===== src/pidsw_pkg.sv =====
//------------------------------------------------------------------------------
// pidsw_pkg
// Types, register map and microcode for the setpoint-weighted PID core.
//------------------------------------------------------------------------------
package pidsw_pkg;

	localparam int STEP_W = 3;
	localparam int ACC_W  = 58;
	localparam int ERR_W  = 18;

	localparam logic [2:0] REG_GAIN_P   = 3'd0;
	localparam logic [2:0] REG_GAIN_I   = 3'd1;
	localparam logic [2:0] REG_GAIN_D   = 3'd2;
	localparam logic [2:0] REG_WEIGHT_P = 3'd3;
	localparam logic [2:0] REG_WEIGHT_D = 3'd4;
	localparam logic [2:0] REG_BIAS     = 3'd5;
	localparam logic [2:0] REG_OUT_MAX  = 3'd6;
	localparam logic [2:0] REG_OUT_MIN  = 3'd7;

	typedef enum logic [2:0] {
		A_WP, A_WD, A_GP, A_GI, A_GD
	} asel_t;

	typedef enum logic [1:0] {
		B_SP, B_EP, B_INT, B_DD
	} bsel_t;

	typedef enum logic [2:0] {
		ACT_NONE, ACT_EP, ACT_ED, ACT_ACC_SET, ACT_ACC_ADD, ACT_OUT, ACT_ZERO
	} act_t;

	typedef enum logic [1:0] {
		C_ALWAYS, C_GI, C_GD
	} cond_t;

	typedef enum logic [1:0] {
		AUX_NONE, AUX_INT, AUX_DD, AUX_PREV
	} aux_t;

	typedef enum logic {
		J_NONE, J_STOP
	} jmp_t;

	typedef struct packed {
		asel_t             asel;
		bsel_t             bsel;
		act_t              act;
		cond_t             cond;
		aux_t              aux;
		jmp_t              jmp;
		logic [STEP_W-1:0] target;
		logic              last;
	} ctrl_word_t;

	localparam logic [STEP_W-1:0] STEP_ZERO = 3'd7;

	function automatic ctrl_word_t ucode_rom(input logic [STEP_W-1:0] step);
		ctrl_word_t cw;
		cw = '{asel: A_WP, bsel: B_SP, act: ACT_NONE, cond: C_ALWAYS, aux: AUX_NONE,
		       jmp: J_NONE, target: '0, last: 1'b0};
		unique case (step)
			3'd0: begin
				cw.jmp    = J_STOP;
				cw.target = STEP_ZERO;
			end
			3'd1: begin
				cw.asel = A_WD;
				cw.act  = ACT_EP;
			end
			3'd2: begin
				cw.asel = A_GP;
				cw.bsel = B_EP;
				cw.act  = ACT_ED;
				cw.aux  = AUX_INT;
			end
			3'd3: begin
				cw.asel = A_GI;
				cw.bsel = B_INT;
				cw.act  = ACT_ACC_SET;
				cw.aux  = AUX_DD;
			end
			3'd4: begin
				cw.asel = A_GD;
				cw.bsel = B_DD;
				cw.act  = ACT_ACC_ADD;
				cw.cond = C_GI;
			end
			3'd5: begin
				cw.act  = ACT_ACC_ADD;
				cw.cond = C_GD;
				cw.aux  = AUX_PREV;
			end
			3'd6: begin
				cw.act  = ACT_OUT;
				cw.last = 1'b1;
			end
			3'd7: begin
				cw.act  = ACT_ZERO;
				cw.last = 1'b1;
			end
			default: begin
				cw.last = 1'b1;
			end
		endcase
		return cw;
	endfunction

endpackage


===== src/pid_setpoint_weighted_core.sv =====
//------------------------------------------------------------------------------
// pid_setpoint_weighted_core
// Discrete PID controller with setpoint weighting, microcoded datapath.
//------------------------------------------------------------------------------
// Usage:
//   s_axis carries one sample per transaction: tdata = measured[15:0],
//   setpoint[31:16]; tuser = run. m_axis returns one transaction per sample:
//   tdata = drive[15:0].
//   A sample runs through a seven-step microprogram on one shared 24x32
//   multiplier; drive is registered on the output step (on the zero step
//   when run is clear, the program jumping straight to it). One sample at
//   a time: s_axis_tready is high while the sequencer is idle, so a new
//   sample is taken only once the last one has finished its program.
//   The result sits in an output register; the next sample is accepted
//   while it waits. If the receiver still stalls when the next result is
//   due, the sequencer holds on its final step until the register frees.
//   APB registers at 4*i: gain_p, gain_i, gain_d, weight_p, weight_d, bias,
//   out_max, out_min. Write only while idle; pready is tied high.
//   Reset clears the integrator and stored derivative error and loads the
//   register defaults (unity weights, full-scale limits, zero gains).
//------------------------------------------------------------------------------
module pid_setpoint_weighted_core (
	input  logic        clk,
	input  logic        arst_n,
	input  logic        psel,
	input  logic        penable,
	input  logic        pwrite,
	input  logic [4:0]  paddr,
	input  logic [31:0] pwdata,
	output logic [31:0] prdata,
	output logic        pready,
	input  logic        s_axis_tvalid,
	output logic        s_axis_tready,
	input  logic [31:0] s_axis_tdata,   // measured[15:0], setpoint[31:16]
	input  logic        s_axis_tuser,   // run
	output logic        m_axis_tvalid,
	input  logic        m_axis_tready,
	output logic [15:0] m_axis_tdata    // drive[15:0]
);
	import pidsw_pkg::*;

	logic signed [23:0] gain_p_q, gain_i_q, gain_d_q;
	logic signed [15:0] weight_p_q, weight_d_q, bias_q, out_max_q, out_min_q;

	logic                    busy_q;
	logic [STEP_W-1:0]       step_q;
	logic                    out_valid_q;
	logic [15:0]             drive_q;
	logic signed [15:0]      meas_q, sp_q;
	logic                    run_q;
	logic signed [55:0]      prod_q;
	logic signed [ERR_W-1:0] ep_q, ed_q, prev_q;
	logic signed [ERR_W:0]   dd_q;
	logic signed [31:0]      integ_q;
	logic signed [ACC_W-1:0] acc_q;

	ctrl_word_t              cw;
	logic                    cfg_wr, in_fire, hold, adv, act_en, res_ld;
	logic                    gi_nz, gd_nz;
	logic [STEP_W-1:0]       step_nx;
	logic signed [23:0]      mul_a;
	logic signed [31:0]      mul_b;
	logic signed [55:0]      mul_p;
	logic signed [32:0]      wsum;
	logic signed [ERR_W:0]   werr;
	logic signed [32:0]      isum;
	logic signed [31:0]      isat;
	logic signed [ACC_W-1:0] prod_x, hi, lo, u_clamp, rsum;

	assign pready = 1'b1;
	assign cfg_wr = psel && penable && pwrite && pready;

	always_ff @(posedge clk or negedge arst_n) begin
		if (!arst_n) begin
			gain_p_q   <= '0;
			gain_i_q   <= '0;
			gain_d_q   <= '0;
			weight_p_q <= 16'sd16384;
			weight_d_q <= 16'sd16384;
			bias_q     <= '0;
			out_max_q  <= 16'sh7fff;
			out_min_q  <= 16'sh8000;
		end else if (cfg_wr) begin
			unique case (paddr[4:2])
				REG_GAIN_P:   gain_p_q   <= pwdata[23:0];
				REG_GAIN_I:   gain_i_q   <= pwdata[23:0];
				REG_GAIN_D:   gain_d_q   <= pwdata[23:0];
				REG_WEIGHT_P: weight_p_q <= pwdata[15:0];
				REG_WEIGHT_D: weight_d_q <= pwdata[15:0];
				REG_BIAS:     bias_q     <= pwdata[15:0];
				REG_OUT_MAX:  out_max_q  <= pwdata[15:0];
				REG_OUT_MIN:  out_min_q  <= pwdata[15:0];
				default: ;
			endcase
		end
	end

	always_comb begin
		unique case (paddr[4:2])
			REG_GAIN_P:   prdata = {{8{gain_p_q[23]}}, gain_p_q};
			REG_GAIN_I:   prdata = {{8{gain_i_q[23]}}, gain_i_q};
			REG_GAIN_D:   prdata = {{8{gain_d_q[23]}}, gain_d_q};
			REG_WEIGHT_P: prdata = {{16{weight_p_q[15]}}, weight_p_q};
			REG_WEIGHT_D: prdata = {{16{weight_d_q[15]}}, weight_d_q};
			REG_BIAS:     prdata = {{16{bias_q[15]}}, bias_q};
			REG_OUT_MAX:  prdata = {{16{out_max_q[15]}}, out_max_q};
			REG_OUT_MIN:  prdata = {{16{out_min_q[15]}}, out_min_q};
			default:      prdata = '0;
		endcase
	end

	// sequencer
	assign cw      = ucode_rom(step_q);
	assign gi_nz   = (gain_i_q != '0);
	assign gd_nz   = (gain_d_q != '0);
	assign s_axis_tready = !busy_q;
	assign in_fire = s_axis_tvalid && s_axis_tready;
	assign hold    = ((cw.act == ACT_OUT) || (cw.act == ACT_ZERO))
	                 && out_valid_q && !m_axis_tready;
	assign adv     = busy_q && !hold;
	assign res_ld  = adv && ((cw.act == ACT_OUT) || (cw.act == ACT_ZERO));
	assign step_nx = ((cw.jmp == J_STOP) && !run_q) ? cw.target : step_q + 1'b1;

	always_comb begin
		case (cw.cond)
			C_GI:    act_en = gi_nz;
			C_GD:    act_en = gd_nz;
			default: act_en = 1'b1;
		endcase
	end

	always_ff @(posedge clk or negedge arst_n) begin
		if (!arst_n) begin
			busy_q      <= 1'b0;
			step_q      <= '0;
			out_valid_q <= 1'b0;
		end else begin
			if (in_fire) begin
				busy_q <= 1'b1;
				step_q <= '0;
			end else if (adv) begin
				if (cw.last) begin
					busy_q <= 1'b0;
					step_q <= '0;
				end else begin
					step_q <= step_nx;
				end
			end
			if (m_axis_tready)
				out_valid_q <= 1'b0;
			if (res_ld)
				out_valid_q <= 1'b1;
		end
	end

	// shared multiplier operands
	always_comb begin
		case (cw.asel)
			A_WD:    mul_a = {{8{weight_d_q[15]}}, weight_d_q};
			A_GP:    mul_a = gain_p_q;
			A_GI:    mul_a = gain_i_q;
			A_GD:    mul_a = gain_d_q;
			default: mul_a = {{8{weight_p_q[15]}}, weight_p_q};
		endcase
		case (cw.bsel)
			B_EP:    mul_b = {{(32-ERR_W){ep_q[ERR_W-1]}}, ep_q};
			B_INT:   mul_b = integ_q;
			B_DD:    mul_b = {{(31-ERR_W){dd_q[ERR_W]}}, dd_q};
			default: mul_b = {{16{sp_q[15]}}, sp_q};
		endcase
	end

	assign mul_p = mul_a * mul_b;

	// weighted error: round half up of w*sp / 2^14, minus measurement
	assign wsum = {prod_q[31], prod_q[31:0]} + 33'sd8192;
	assign werr = wsum[32:14] - {{(ERR_W-15){meas_q[15]}}, meas_q};

	assign isum = {integ_q[31], integ_q} + {{(33-ERR_W){ep_q[ERR_W-1]}}, ep_q};
	assign isat = (isum[32] != isum[31]) ? (isum[32] ? 32'sh8000_0000 : 32'sh7fff_ffff)
	                                     : isum[31:0];

	assign prod_x  = {{(ACC_W-56){prod_q[55]}}, prod_q};
	assign hi      = {{(ACC_W-32){out_max_q[15]}}, out_max_q, 16'b0};
	assign lo      = {{(ACC_W-32){out_min_q[15]}}, out_min_q, 16'b0};
	assign u_clamp = (acc_q > hi) ? hi : ((acc_q < lo) ? lo : acc_q);
	assign rsum    = u_clamp + {{(ACC_W-16){1'b0}}, 16'h8000};

	always_ff @(posedge clk) begin
		if (in_fire) begin
			meas_q <= s_axis_tdata[15:0];
			sp_q   <= s_axis_tdata[31:16];
			run_q  <= s_axis_tuser;
		end
		if (adv) begin
			prod_q <= mul_p;
			if (act_en) begin
				case (cw.act)
					ACT_EP:      ep_q  <= werr[ERR_W-1:0];
					ACT_ED:      ed_q  <= werr[ERR_W-1:0];
					ACT_ACC_SET: acc_q <= {{(ACC_W-32){bias_q[15]}}, bias_q, 16'b0} + prod_x;
					ACT_ACC_ADD: acc_q <= acc_q + prod_x;
					ACT_OUT:     drive_q <= rsum[31:16];
					ACT_ZERO:    drive_q <= '0;
					default: ;
				endcase
			end
			case (cw.aux)
				AUX_DD:   dd_q <= {ed_q[ERR_W-1], ed_q} - {prev_q[ERR_W-1], prev_q};
				default: ;
			endcase
		end
	end

	// controller state
	always_ff @(posedge clk or negedge arst_n) begin
		if (!arst_n) begin
			integ_q <= '0;
			prev_q  <= '0;
		end else if (adv) begin
			if ((cw.aux == AUX_INT) && gi_nz)
				integ_q <= isat;
			if ((cw.aux == AUX_PREV) && gd_nz)
				prev_q <= ed_q;
		end
	end

	assign m_axis_tvalid = out_valid_q;
	assign m_axis_tdata  = drive_q;

endmodule

===== config.mk =====
export PLATFORM = sky130hd
export DESIGN_NAME = pid_setpoint_weighted_core
export DESIGN_NICKNAME = d
export VERILOG_FILES = /design/src/pidsw_pkg.sv /design/src/pid_setpoint_weighted_core.sv
export SDC_FILE = /design/constraint.sdc
export NUM_CORES = 2
export LEC_CHECK = 0
export ABC_CLOCK_PERIOD_IN_PS = 29100
export BUFFER_PORTS_ARGS = -buffer_cell sky130_fd_sc_hd__buf_2
export CAP_MARGIN = 5
export CORE_AREA = 4 4 310 312
export DETAILED_ROUTE_END_ITERATION = 16
export DIE_AREA = 0 0 314 316
export MAX_ROUTING_LAYER = met4
export PLACE_DENSITY = 0.77
export SLEW_MARGIN = 0
export SYNTH_ARGS = -nofsm -noshare
export SYNTH_HDL_FRONTEND = slang
export SYNTH_SLANG_ARGS = --single-unit

===== constraint.sdc =====
create_clock -name clk -period 29.1 [get_ports clk]
set_clock_uncertainty 0.1 [all_clocks]
set_input_delay 4.365 -clock clk [delete_from_list [all_inputs] [get_ports clk]]
set_output_delay 4.365 -clock clk [all_outputs]
set_load 0.005 [all_outputs]

[Yosys cells after proc, flatten, opt, wreduce, memory -nomap -nowiden]
Index checks and enable logic that the tools add are counted.
Storage, ports and cells
  register bits: 425
  input port bits: 77
  logic and storage cells: 134
  output and inout port bits: 51
Operators by class
  order comparisons: 2
  multiply operators: 1
  eq/ne operators: 33
  mux-type cells: 26
  add/subtract/negate cells: 8
  reduce and logical (&&, ||, !) cells: 42
Operators by type and width (count)
  $pmux W32 S8: 1
  $mux W32: 4
  $pmux W58 S2: 1
  $pmux W24 S4: 1
  $pmux W32 S3: 1
  $add A58 B56 Y58: 1
  $gt A58 B32 Y1: 1
  $lt A58 B32 Y1: 1
  $add A32 B56 Y57: 1
  $mul A24 B32 Y56: 1
  $reduce_bool A24 Y1: 2
  $eq A3 B3 Y1 const B: 12
  $add A32 B18 Y33: 1
  $add A32 B15 Y32 const B: 1
  $add A32 B16 Y32 const B: 1
  $pmux W16 S2: 1
  $eq A3 B2 Y1 const B: 8
  $reduce_and A2 Y1: 12
  $sub A18 B18 Y19: 1
  $pmux W3 S6: 1
  $sub A18 B18 Y18: 1
  $eq A3 B1 Y1 const B: 4
  $mux W3: 4
  $pmux W2 S3: 2
  other kinds (16): 48

[Logic depth before layout (Yosys ltp)]
  word-level depth: 11
  depth in mapped cells: 39
  mapped depth without buffers: 35

[Least setup slack after synthesis]
No wires, ideal clock.
  path kind: in2out
  start: input paddr[3]
  end: output prdata[24]
  path buffers: 3
  data required time: 24.635 ns
  path slack: 18.400 ns
  stages: 6
  arrival time: 6.235 ns
  cells stage by stage: buf_1 -> buf_1 -> nand3_1 -> a31oi_1 -> o22a_1 -> buf_4
Between the ends
  word-level cells in the longest chain between the ends: 2
  elaborated cells between the ends (all ways): 9
  those cells by class: eq/ne (7); mux (1); reduce/logical (1)
RTL lines
  start: declaration: RTL line pid_setpoint_weighted_core.sv:28  | input logic [4:0] paddr,
  $eq A3 B3 Y1 (tied with other cells): RTL line pid_setpoint_weighted_core.sv:99  | unique case (paddr[4:2])
  $pmux W32 S8 (*): RTL line pid_setpoint_weighted_core.sv:99
  end: declaration: RTL line pid_setpoint_weighted_core.sv:30  | output logic [31:0] prdata,
Every way passes the cells marked *; elsewhere a longest branch is shown, timed or not.

[Final worst setup path]
  start: register step_q[0]
  end: register prod_q[55], data pin
Between the ends
  word-level cells in the longest chain between the ends: 5
  elaborated cells between the ends (all ways): 16
  those cells by class: mul (1); eq/ne (11); mux (4)
RTL lines
  start: declaration: RTL line pid_setpoint_weighted_core.sv:46  | logic [STEP_W-1:0] step_q;
  start signal: assignment: RTL line pid_setpoint_weighted_core.sv:146  | step_q <= step_nx;
  $eq A3 B3 Y1 (tied with other cells): RTL line pidsw_pkg.sv:61  | unique case (step)
  $pmux W3 S4 or $pmux W2 S3 (tied branches): RTL line pidsw_pkg.sv:61
  $eq A3 B3 Y1 (tied with other cells): RTL line pid_setpoint_weighted_core.sv:158  | case (cw.asel)
  $pmux W24 S4 or $pmux W32 S3 (tied branches): RTL line pid_setpoint_weighted_core.sv:158, pid_setpoint_weighted_core.sv:165
  $mul A24 B32 Y56 (*): RTL line pid_setpoint_weighted_core.sv:173  | assign mul_p = mul_a * mul_b;
  named net mul_p[55]: RTL line pid_setpoint_weighted_core.sv:63  | logic signed [55:0] mul_p;
  end signal: assignment: RTL line pid_setpoint_weighted_core.sv:196  | prod_q <= mul_p;
  end: declaration: RTL line pid_setpoint_weighted_core.sv:51  | logic signed [55:0] prod_q;
Mark *: on every way through the listed nets, which the timed path passes. The rest lies on a longest branch.
A chain may end at the register's enable or synchronous reset.

==> metrics.json <==
{
  "logic_synthesis": {
    "synth_xor_area_share_pct": 3.35,
    "synthesis.area_sq_um": 55700,
    "synth_top_family_by_area": "adder cells",
    "postSynthAreaPerCell_sq_um": 9.22,
    "syn_inst": 6045,
    "compound_gate_fraction_of_synth_area_pct": 12.7,
    "synth_sequential_area_ratio_pct": 21.1,
    "synth-warning-count": 0,
    "yosysTopAreaCellShare_pct": 28.3,
    "synth_simple_gate_area_share_pct": 13.5,
    "synth_largest_area_cell": "fa_1",
    "muxShareOfSynthArea_pct": 3.81,
    "synth_cell_types": 107,
    "synth-main-ff-cell": "edfxtp_1",
    "synth_fa_ha_area_share_pct": 37.5,
    "ys_async_rst_share_pct": 48.7,
    "synth.ff_latch_count": 425,
    "netlist_top_cells_area": "fa_1, edfxtp_1, ha_1, dfrtp_1, inv_1",
    "synthesis.nets": 7319,
    "synth_edf_count": 218
  },
  "die": {
    "fp.dieArea_sq_um": 99200,
    "die_x_um": 314,
    "placementRows": 112,
    "starting_density_of_the_core_pct": 59.9,
    "core_region_area_sq_um": 93000,
    "die_height_um": 316,
    "num_io_pins": 128
  },
  "cts": {
    "cts_made_buffers": 51,
    "holdBufCountCts": 0,
    "root_buffer_master": "clkbuf_16",
    "post-cts-setup-buffers": 0,
    "clock_tree.buffer_depth": 3,
    "insertion_delay_ns": 0.66,
    "cts_sinks": 425,
    "ctsHtreeMaxLevel": 2,
    "cts_tree": "built",
    "clk_pin_slew_worst_paths_ns": 0.08,
    "ctsResizeCount": 0
  },
  "global_routing": {
    "first_pass_grt_wire_length_um": 266000,
    "number_of_global_route_vias_before_repair": 46400,
    "grt_util_overall_pct": 36.2,
    "number_of_antenna_violations_at_the_first_check_in_global_routing": 10,
    "grt-ovfl-total": 0,
    "largest_net_degree_at_the_start_of_global_routing": 95
  },
  "sta": {
    "final_hold_violating_endpoints": 0,
    "tns_ns": 0,
    "post-route-period-util_pct": 43.1,
    "worst_hold_slack_across_all_endpoints_ns": 0.389,
    "fmax_mhz": 79.7,
    "final.min_clock_period_ns": 12.54,
    "tightestPinTransition_ns": 1.32,
    "fin_max_slew_vios": 0,
    "grt_setup_unrepaired": "no",
    "setup_viol": 0,
    "slew_headroom_pct": 11.8
  },
  "critical_path": {
    "reg2reg_to": "prod_q[55]",
    "crit_fanout": 38,
    "cp-end-kind": "flop",
    "critical_path_buf_inv_count": 10,
    "timing.reg2reg.setup_slack_ns": 16.56,
    "timing.critical_path.from_type": "flop",
    "worstSetupPathType": "reg -> reg",
    "r2r.worst_path.cells": 36,
    "worst_path_most_repeated_cell": "fa_1",
    "cpMaxStageDelayCell": "o41ai_1",
    "timing.critical_path.max_delay_family": "compound AO/OA/AOI/OAI gates",
    "arrival_ns": 12.81,
    "critical_path.reg2reg.startpoint": "step_q[0]",
    "endpoint_required_time_on_the_critical_path_ns": 29.37,
    "timing.critical_path.slowest_cell_delay_ns": 1.05
  },
  "route": {
    "vias": 45400,
    "detailedRoute.firstIterationViolations": 4623,
    "wl_per_cell_um": 23.3,
    "number_of_iterations_in_the_first_detailed_routing_pass": 6,
    "route.antenna.remaining_nets": 0,
    "route.detailed.drc": 0,
    "route.final.wire_length_um": 172000,
    "vias_per_cell": 6.17
  },
  "placed_design": {
    "port_buffers": 116,
    "dp_cells": 7262,
    "rd_place_congestion": 1.02,
    "final_hpwl_from_detailed_placement_um": 133000
  },
  "min_path": {
    "hold-path-cell-count": 2,
    "hold-path-endpoint": "prev_q[16]",
    "worstHoldStart": "ed_q[16]",
    "min_path_type": "reg -> reg"
  },
  "run": {
    "drv.max_cap_violation_count": 0
  },
  "outcome": {
    "outcome": "completed"
  },
  "final_layout": {
    "finish.cell_count_without_fillers": 7364,
    "num-nets-final": 7335,
    "syn_to_final_growth_pct": 7.19,
    "drive_gt1_share_pct": 9.21
  }
}
-- layout by cell type (no fill, tap or decap), types with 20 or more instances in the layout --
cell       Yosys  routed
o211ai_1      21      21
nand3_1       72      71
xnor2_1      152     152
buf_4         10      95
buf_2         13     115
o21a_1        47      47
o21bai_1      24      23
ha_1         409     409
nor2b_1       36      36
o21ai_1       34      25
nor2_1       672     668
edfxtp_1     218     218
nand2_1      700     700
nor3_1        38      33
inv_1        936     935
mux2i_1       32      32
nand2b_1      42      42
a211oi_1      29      28
a21oi_1      288     285
mux2_2       137     137
o31ai_1       22      22
a31oi_1       35      32
dfrtp_1      189     189
o22a_1        25      25
clkbuf_16      0      56
nand4_1       42      42
a21o_1       103     103
xor2_1        61      61
nor4_1        25      24
a21boi_0      20      20
and2_1        36      36
o21ai_0      236     235
and3_1        21      21
fa_1         788     788
-- routing by layer --
metal	part of all wire, %	vias to the layer above	track usage, %
li1	-	19900	-
met1	38	22500	46.6
met2	44	2518	53.9
met3	12	545	8.70
met4	6.3	0	18.6
met5	0	-	-
-- state kept, by name, summed over array words and instances (netlist names), 19 cells and up --
| signal | count |
|---|---|
| integ_q | 32 |
| gain_p_q | 24 |
| acc_q | 58 |
| dd_q | 19 |
| gain_i_q | 24 |
| prod_q | 56 |
| gain_d_q | 24 |
-- final cells by class --
class | instances | area, sq um
Clock buffer | 67 | 1480
Multi-Input combinational cell | 4434 | 39700
Inverter | 938 | 3520
Tap cell | 1254 | 1570
Antenna cell | 7 | 17.5
Sequential cell | 425 | 11700
Fill cell | 7530 | 33300
Timing Repair Buffer | 211 | 1300
Clock inverter | 28 | 354
-- stage by stage --
| step | util (%) | setup WS (ns) | area [sq um] |
|---|---|---|---|
| 2_1_floorplan | - | 18.40 | 55700 |
| 3_3_place_gp | 62.2 | 17.21 | 57900 |
| 3_5_place_dp | 62.2 | 17.05 | 57900 |
| 4_1_cts | 64.2 | 17.04 | 59700 |
| 5_1_grt | 64.2 | 16.28 | 59700 |
| 6_report | 64.2 | 16.56 | 59700 |
-- tightest hold or removal path: stages, from the launching register on --
cell and delay [ns]:
edfxtp_1 0.35, nand2_1 0.05, o21ai_0 0.07
-- cell usage after synthesis (42+ instances only) --
cell type	n
a21o_1	103
a21oi_1	288
clkbuf_1	211
dfrtp_1	189
edfxtp_1	218
fa_1	788
ha_1	409
inv_1	936
mux2_2	137
nand2_1	700
nand2b_1	42
nand3_1	72
nand4_1	42
nor2_1	672
o21a_1	47
o21ai_0	236
xnor2_1	152
xor2_1	61
-- cells by family (layout without fill, tap and decap cells) --
| logic type | after synthesis | after routing |
|---|---|---|
| adder cells (fa/ha/maj) | 1198 | 1198 |
| buffers and inverters | 1186 | 1244 |
| flip-flops | 425 | 425 |
| AND/OR/NAND/NOR | 1752 | 1752 |
| other | 1 | 8 |
| AO/OA/AOI/OAI | 1086 | 1086 |
| XOR/XNOR | 213 | 213 |
| multiplexers | 184 | 184 |
-- worst max path at each step --
stage,from,end,cells after the start
floorplan,paddr[3],prdata[24],6
global placement,step_q[0],prod_q[55],36
detailed placement,step_q[0],prod_q[55],36
CTS,step_q[0],prod_q[55],36
global route,step_q[0],prod_q[55],36
finish,step_q[0],prod_q[55],36
Power is not shown: default switching activity piles up to over one toggle a cycle in this logic, so the estimate is an artifact.
